$ cat config.mk
export PLATFORM = sky130hd
export DESIGN_NAME = pipelined_instruction_fetch
export DESIGN_NICKNAME = d
export VERILOG_FILES = /design/src/rtl/pif_pkg.sv /design/src/rtl/pif_decode.sv /design/src/rtl/pipelined_instruction_fetch.sv
export SDC_FILE = /design/constraint.sdc
export NUM_CORES = 1
export LEC_CHECK = 0
export ABC_AREA = 1
export BUFFER_PORTS_ARGS = -buffer_cell sky130_fd_sc_hd__buf_2
export CORE_AREA = 2 2 144 146
export DETAILED_ROUTE_END_ITERATION = 10
export DIE_AREA = 0 0 146 148
export PLACE_DENSITY_LB_ADDON = 0.3
export SLEW_MARGIN = 0
export SYNTH_ARGS = -nofsm -noshare
export SYNTH_HDL_FRONTEND = slang
export SYNTH_SLANG_ARGS = --single-unit
$ cat constraint.sdc
create_clock -name clk -period 7.82 [get_ports clk]
set_clock_uncertainty 0.05 [all_clocks]
set_input_delay 0.782 -clock clk [delete_from_list [all_inputs] [get_ports clk]]
set_output_delay 0.782 -clock clk [all_outputs]
set_load 0.005 [all_outputs]
$ cat src/rtl/pif_pkg.sv
// Package for the pipelined instruction fetch block.
// Holds opcode and status codes, the request/result structs and the length table.
// No dependencies.
package pif_pkg;

  // Stream widths, padded to whole bytes
  localparam int unsigned S_DATA_W = 128;
  localparam int unsigned M_DATA_W = 120;

  // Opcodes
  localparam logic [3:0] OP_HALT  = 4'h0;
  localparam logic [3:0] OP_NOP   = 4'h1;
  localparam logic [3:0] OP_RRMOV = 4'h2;
  localparam logic [3:0] OP_IRMOV = 4'h3;
  localparam logic [3:0] OP_RMMOV = 4'h4;
  localparam logic [3:0] OP_MRMOV = 4'h5;
  localparam logic [3:0] OP_OPL   = 4'h6;
  localparam logic [3:0] OP_JXX   = 4'h7;
  localparam logic [3:0] OP_CALL  = 4'h8;
  localparam logic [3:0] OP_RET   = 4'h9;
  localparam logic [3:0] OP_PUSH  = 4'hA;
  localparam logic [3:0] OP_POP   = 4'hB;
  localparam logic [3:0] OP_DUMP  = 4'hC;

  // Status codes
  localparam logic [1:0] ST_OK  = 2'd0;
  localparam logic [1:0] ST_HLT = 2'd1;
  localparam logic [1:0] ST_ADR = 2'd2;
  localparam logic [1:0] ST_INS = 2'd3;

  // Register field constants
  localparam logic [3:0] REG_NONE = 4'hF;
  localparam logic [3:0] IRMOV_RA = 4'h8;
  localparam logic [3:0] STACK_RB = 4'hF;

  // Instruction lengths
  localparam logic [2:0] LEN_BAD = 3'd0;
  localparam logic [2:0] LEN_1   = 3'd1;
  localparam logic [2:0] LEN_2   = 3'd2;
  localparam logic [2:0] LEN_5   = 3'd5;
  localparam logic [2:0] LEN_6   = 3'd6;

  typedef struct packed {
    logic [3:0]  mem_stage_icode;
    logic        mem_stage_cond;
    logic [31:0] mem_stage_vala;
    logic [3:0]  wb_stage_icode;
    logic [31:0] wb_stage_valm;
    logic [7:0]  inst_byte0;
    logic [7:0]  inst_byte1;
    logic [7:0]  inst_byte2;
    logic [7:0]  inst_byte3;
    logic [7:0]  inst_byte4;
    logic [7:0]  inst_byte5;
    logic [5:0]  byte_fault_mask;
  } req_t;

  typedef struct packed {
    logic [31:0] fetch_pc;
    logic [1:0]  status;
    logic [3:0]  instr_code;
    logic [3:0]  instr_func;
    logic [3:0]  reg_a;
    logic [3:0]  reg_b;
    logic [31:0] const_val;
    logic [31:0] next_pc;
  } res_t;

  // Length by opcode; LEN_BAD marks an undefined opcode
  function automatic logic [2:0] op_len(input logic [3:0] icode);
    logic [2:0] len;
    case (icode)
      OP_HALT, OP_NOP, OP_RET:           len = LEN_1;
      OP_RRMOV, OP_OPL, OP_PUSH, OP_POP: len = LEN_2;
      OP_JXX, OP_CALL, OP_DUMP:          len = LEN_5;
      OP_IRMOV, OP_RMMOV, OP_MRMOV:      len = LEN_6;
      default:                           len = LEN_BAD;
    endcase
    return len;
  endfunction

endpackage

$ cat src/rtl/pif_decode.sv
// Fetch address selection and instruction field split for one request.
// Pure combinational logic between the input and result registers.
// Depends on pif_pkg.
module pif_decode (
  input  pif_pkg::req_t req,
  input  logic [31:0]   pred_pc,
  output pif_pkg::res_t res
);

  logic [31:0] pc;
  logic        op_fault;
  logic [3:0]  icode;
  logic [3:0]  ifun;
  logic [2:0]  len_raw;
  logic        valid;
  logic [2:0]  len;
  logic        has_reg;
  logic        has_c;
  logic        reg_fault;
  logic [5:0]  c_need;
  logic        c_fault;
  logic        adr;
  logic [31:0] c_word;

  // Pick fetch address: mispredicted jump, then return, then prediction
  always_comb begin
    if (req.mem_stage_icode == pif_pkg::OP_JXX && !req.mem_stage_cond) begin
      pc = req.mem_stage_vala;
    end else if (req.wb_stage_icode == pif_pkg::OP_RET) begin
      pc = req.wb_stage_valm;
    end else begin
      pc = pred_pc;
    end
  end

  // Opcode and length
  always_comb begin
    op_fault = req.byte_fault_mask[0];
    icode    = op_fault ? pif_pkg::OP_NOP : req.inst_byte0[7:4];
    ifun     = op_fault ? 4'h0 : req.inst_byte0[3:0];
    len_raw  = pif_pkg::op_len(icode);
    valid    = (len_raw != pif_pkg::LEN_BAD);
    len      = valid ? len_raw : pif_pkg::LEN_1;
    has_reg  = (len == pif_pkg::LEN_2) || (len == pif_pkg::LEN_6);
    has_c    = (len == pif_pkg::LEN_5) || (len == pif_pkg::LEN_6);
  end

  // Fault checks on the bytes the instruction actually uses
  always_comb begin
    reg_fault = !op_fault && has_reg && req.byte_fault_mask[1];
    c_need    = has_reg ? 6'b111100 : 6'b011110;
    c_fault   = !op_fault && !reg_fault && has_c && ((req.byte_fault_mask & c_need) != 6'd0);
    adr       = op_fault || reg_fault || c_fault;
    c_word    = has_reg ? {req.inst_byte5, req.inst_byte4, req.inst_byte3, req.inst_byte2}
                        : {req.inst_byte4, req.inst_byte3, req.inst_byte2, req.inst_byte1};
  end

  // Assemble result
  always_comb begin
    res.fetch_pc   = pc;
    res.instr_code = icode;
    res.instr_func = ifun;
    res.reg_a      = pif_pkg::REG_NONE;
    res.reg_b      = pif_pkg::REG_NONE;
    if (has_reg && !op_fault && !reg_fault) begin
      res.reg_a = (icode == pif_pkg::OP_IRMOV) ? pif_pkg::IRMOV_RA : req.inst_byte1[7:4];
      res.reg_b = (icode == pif_pkg::OP_PUSH || icode == pif_pkg::OP_POP)
                  ? pif_pkg::STACK_RB : req.inst_byte1[3:0];
    end
    res.const_val = (has_c && !adr) ? c_word : 32'd0;
    if (adr) begin
      res.status = pif_pkg::ST_ADR;
    end else if (!valid) begin
      res.status = pif_pkg::ST_INS;
    end else if (icode == pif_pkg::OP_HALT) begin
      res.status = pif_pkg::ST_HLT;
    end else begin
      res.status = pif_pkg::ST_OK;
    end
    res.next_pc = pc + {29'd0, len};
  end

endmodule

$ cat src/rtl/pipelined_instruction_fetch.sv
// Top level of the pipelined instruction fetch block: input register, decode,
// result register and the predicted PC. Depends on pif_pkg and pif_decode.
//
//  Channel  Dir  Handshake          Payload
//  s_*      in   s_tvalid/s_tready  s_tdata[126:0] fetch request (stage state, bytes, faults)
//  m_*      out  m_tvalid/m_tready  m_tdata[113:0] decoded instruction and next PC
//
// A request passes the input register, then the result register; one request is taken every
// cycle while the result side keeps up. The rate is set by the single decode
// pass between the input and result registers, which also updates pred_pc.
// rst clears both valid flags and pred_pc to zero.
// A stalled result holds; the input register still refills while it is empty, or while the
// result register is free or being drained in the same cycle.
module pipelined_instruction_fetch (
  input  logic                          clk,
  input  logic                          rst,
  input  logic                          s_tvalid,
  output logic                          s_tready,
  // mem_stage_icode[3:0], mem_stage_cond[4], mem_stage_vala[36:5],
  // wb_stage_icode[40:37], wb_stage_valm[72:41], inst_byte0[80:73],
  // inst_byte1[88:81], inst_byte2[96:89], inst_byte3[104:97],
  // inst_byte4[112:105], inst_byte5[120:113], byte_fault_mask[126:121], zero pad
  input  logic [pif_pkg::S_DATA_W-1:0]  s_tdata,
  output logic                          m_tvalid,
  input  logic                          m_tready,
  // fetch_pc[31:0], status[33:32], instr_code[37:34], instr_func[41:38],
  // reg_a[45:42], reg_b[49:46], const_val[81:50], next_pc[113:82], zero pad
  output logic [pif_pkg::M_DATA_W-1:0]  m_tdata
);

  pif_pkg::req_t req_in;
  pif_pkg::req_t req_reg;
  logic          req_valid;
  pif_pkg::res_t res_comb;
  pif_pkg::res_t res_reg;
  logic          res_valid;
  logic [31:0]   pred_pc;
  logic          advance;

  // Unpack request
  always_comb begin
    req_in.mem_stage_icode = s_tdata[3:0];
    req_in.mem_stage_cond  = s_tdata[4];
    req_in.mem_stage_vala  = s_tdata[36:5];
    req_in.wb_stage_icode  = s_tdata[40:37];
    req_in.wb_stage_valm   = s_tdata[72:41];
    req_in.inst_byte0      = s_tdata[80:73];
    req_in.inst_byte1      = s_tdata[88:81];
    req_in.inst_byte2      = s_tdata[96:89];
    req_in.inst_byte3      = s_tdata[104:97];
    req_in.inst_byte4      = s_tdata[112:105];
    req_in.inst_byte5      = s_tdata[120:113];
    req_in.byte_fault_mask = s_tdata[126:121];
  end

  // Handshake: move the held request on when the result slot frees up
  assign advance  = req_valid && (!res_valid || m_tready);
  assign s_tready = !req_valid || advance;

  pif_decode u_decode (
    .req     (req_reg),
    .pred_pc (pred_pc),
    .res     (res_comb)
  );

  // Input register
  always_ff @(posedge clk) begin
    if (rst) begin
      req_valid <= 1'b0;
    end else if (s_tready) begin
      req_valid <= s_tvalid;
    end
    if (s_tready && s_tvalid) begin
      req_reg <= req_in;
    end
  end

  // Result register and prediction
  always_ff @(posedge clk) begin
    if (rst) begin
      res_valid <= 1'b0;
      pred_pc   <= 32'd0;
    end else begin
      if (advance) begin
        res_valid <= 1'b1;
        pred_pc   <= res_comb.next_pc;
      end else if (m_tready) begin
        res_valid <= 1'b0;
      end
    end
    if (advance) begin
      res_reg <= res_comb;
    end
  end

  // Pack result
  assign m_tvalid = res_valid;
  assign m_tdata  = {6'd0, res_reg.next_pc, res_reg.const_val, res_reg.reg_b, res_reg.reg_a,
                     res_reg.instr_func, res_reg.instr_code, res_reg.status, res_reg.fetch_pc};

endmodule

==> results.rst <==
.. list-table::
   :header-rows: 1

   * - Metric
     - Value
   * - Number of nets with antenna violations after detailed routing
     - 0
   * - Path depth of the worst reg2reg path
     - 17
   * - Standard cell core area
     - 20000 µm²
   * - Synth Warn #
     - 0
   * - M1 GR Usage
     - 0.328
   * - Bufs on Longest Clock Path
     - 3
   * - Shortest period the worst path allows
     - 4.44 ns
   * - Routed vias
     - 8190
   * - Max-slew headroom
     - 0.249
   * - Count of H-tree levels built during CTS
     - 1
   * - Critical Path Sink Type
     - flop
   * - Count of mapped cells out of synthesis
     - 1052
   * - WL/cell
     - 16.3 µm
   * - Met2 capacity usage during global routing
     - 0.366
   * - Reg-to-reg startpoint
     - req_reg[0]$_DFFE_PP_
   * - Busiest layer in global routing
     - met2
   * - Crit path from
     - req_reg[0]$_DFFE_PP_
   * - Maximum ir drop on the vdd rail
     - 0.210 mV
   * - Critical path type
     - reg2reg
   * - IO buf count
     - 246
   * - Data arrival, critical path
     - 4.82 ns
   * - Synth-to-layout area growth
     - 19.1%
   * - Post-detailed-placement half-perimeter wirelength
     - 18200 µm
   * - Synthesized area
     - 11500 µm²
   * - Worst hold path startpoint
     - s_tdata[116]
   * - Accumulated negative setup slack
     - 0 ns
   * - Period Utilization, post-route
     - 0.568
   * - Synth Register Bits
     - 275
   * - Via-per-instance ratio
     - 5.16
   * - Final global-route overflow total
     - 0
   * - Effective utilization at floorplan
     - 0.573
   * - Clk pin slew, worst setup/hold paths
     - 0.06 ns
   * - Run status
     - completed
   * - 1st-iter DRT viols
     - 742
   * - Number of placement rows
     - 52
   * - Grt met3 use
     - 0.0651
   * - Startpoint types
     - flop
   * - Number of flip-flops under the largest register name
     - 127
   * - Pin count of the biggest net entering global routing
     - 77
   * - Layout filler cell count
     - 1545
   * - Final hold vios
     - 0
   * - Overall die height
     - 148 µm
   * - Number of CTS-inserted buffers
     - 27
   * - Tightest Pin Transition
     - 1.12 ns
   * - Path type of the worst min-delay path
     - in2reg
   * - Io pins
     - 254
   * - Static Leak
     - 5.76 nW
   * - Post-CTS setup-driven buffer insertion count
     - 0
   * - Final Setup Violations
     - 0
   * - Data required time of the critical path
     - 8.20 ns
   * - Total DRC errors in the routed layout
     - 0
   * - Count of distinct cell types in the synthesized netlist
     - 34
   * - Root Driver
     - clkbuf_16
   * - Peak Freq
     - 225 MHz
   * - Mean post-synth cell area
     - 10.9 µm²
   * - # Max-Cap Violations
     - 0
   * - Via count of the first global-routing pass
     - 7659
   * - Global-route total usage across every layer
     - 0.236
   * - Initial antenna violation count
     - 11
   * - Post-route total power
     - 3.20 mW
   * - # hold bufs at CTS
     - 0
   * - Worst Path Max Fanout
     - 36
   * - Count of clock tree sinks
     - 275
   * - Die outline area
     - 21600 µm²
   * - Sequential element share of the synthesized area
     - 0.690
   * - Fraction of final layout cells with drive strength greater than 1
     - 0.253
   * - Number of max-slew violations in the final report
     - 0
   * - Aggregate routed wire length
     - 25900 µm
   * - Horizontal die dimension
     - 146 µm
   * - Number of detailed-routing iterations run before antenna repair
     - 5
   * - Global-route wire length before repair
     - 39900 µm
   * - Power density over the cells
     - 234 nW/µm²
   * - Clock tree from TritonCTS
     - done
   * - Post-layout worst setup margin
     - 3.38 ns
   * - Nets@finish
     - 1426
   * - Number of gates resized after cts
     - 0
   * - RSZ-0062 raised after global routing
     - no
   * - Depth of the worst hold-timing path
     - 1
   * - Post-place setup slack
     - 3.40 ns
   * - Weighted congestion at the end of routability-driven global placement
     - 0.853
   * - Clock insertion delay at the later pin of the skew report
     - 0.54 ns
[metal layers]
metal	vias to the layer above	wire (µm)
li1	4001	-
met1	3722	10700
met2	405	11700
met3	56	2700
met4	6	678
met5	-	40
[Yosys cell counts]
cell / number / area share
a21o_1: 1 / 0.00065
a21oi_1: 68 / 0.030
a31oi_1: 3 / 0.0016
and3_1: 1 / 0.00055
buf_1: 1 / 0.00033
buf_2: 11 / 0.0048
buf_4: 13 / 0.0085
buf_6: 2 / 0.0020
clkbuf_1: 18 / 0.0059
clkinv_2: 1 / 0.00044
conb_1: 1 / 0.00033
dfxtp_1: 34 / 0.059
edfxtp_1: 241 / 0.63
fa_1: 1 / 0.0017
ha_1: 3 / 0.0033
inv_1: 113 / 0.037
inv_2: 4 / 0.0013
nand2_1: 277 / 0.091
nand2_2: 13 / 0.0071
nand2_4: 2 / 0.0020
nand3_1: 112 / 0.049
nand3b_1: 11 / 0.0072
nand4_1: 3 / 0.0016
nor2_1: 55 / 0.018
nor2_2: 10 / 0.0054
nor2_4: 7 / 0.0069
nor4_1: 1 / 0.00055
o211ai_1: 2 / 0.0013
o21ai_0: 11 / 0.0048
o21ai_1: 14 / 0.0061
o21bai_1: 3 / 0.0020
or2_2: 6 / 0.0033
xnor2_1: 3 / 0.0023
xor2_1: 6 / 0.0046
[worst max-delay path: stages, from the launching register on]
cell,delay [ns]
edfxtp_1,0.57
nor2_4,0.23
nand2_1,0.09
nand2_1,0.07
inv_1,0.07
nor2_4,0.69
clkinv_2,0.71
ha_1,0.45
fa_1,0.45
a21o_1,0.22
nand2_1,0.11
nor2_1,0.07
nand2_2,0.12
inv_1,0.08
nand4_1,0.07
nand2_1,0.09
o21ai_1,0.13
inv_1,0.05
[metrics by stage]
stage	hold slack (ns)	utilization	instance area [µm²]	instances
after CTS	0.352	0.682	13700	1580
after global placement	0.404	0.641	12800	1531
final	0.366	0.683	13700	1588
after global routing	0.352	0.682	13700	1586
after floorplan	0.395	-	11500	1057
after detailed placement	0.408	0.641	12800	1531
[path summary, 6_finish.rpt]
check / endpoint / slack (ns)
worst min register to register: pred_pc[0]$_SDFFE_PP0P_ / 0.42
worst max register to register: pred_pc[16]$_SDFFE_PP0P_ / 3.38
worst max-delay path: pred_pc[16]$_SDFFE_PP0P_ / 3.38
worst min-delay path: req_reg[9]$_DFFE_PP_ / 0.37
[power by group]
part / switching [mW] / internal, mW
clock network: 0.523 / 0.663
logic: 0.189 / 0.0947
registers: 0.0284 / 1.70
[cells by family (layout without fill, tap and decap cells)]
group           Yosys count  in the layout  synth area share
other cells               1             14          0.000327
fa+ha+maj                 4              4           0.00501
buf+inv                 163            416            0.0602
compound gates          102            102            0.0461
simple gates            498            498             0.192
xor+xnor                  9              9           0.00687
flops                   275            275             0.690
[cell usage in the layout (no fill, tap or decap), drive strengths merged]
master	instances
nand2	292
buf	249
edfxtp	241
inv	118
nand3	112
nor2	72
a21oi	68
clkbuf	37
dfxtp	34
o21ai	25
nand3b	11
clkinv	10
diode	8
xor2	6
or2	6
conb	6
xnor2	3
nand4	3
a31oi	3
o21bai	3
ha	3
o211ai	2
clkinvlp	2
a21o	1
and3	1
nor4	1
fa	1
[area by class of cell]
cell class | instances | area (µm²) | share of cell area
well taps | 270 | 338 | 0.0247
clock inverters | 12 | 66.3 | 0.00485
multi-input cells | 619 | 2890 | 0.211
inverters | 118 | 449 | 0.0328
repair buffers | 249 | 1250 | 0.0916
clock buffers | 37 | 743 | 0.0543
flip-flops and latches | 275 | 7920 | 0.579
diodes | 8 | 20.0 | 0.00146
(Power assumes the default switching activity.)
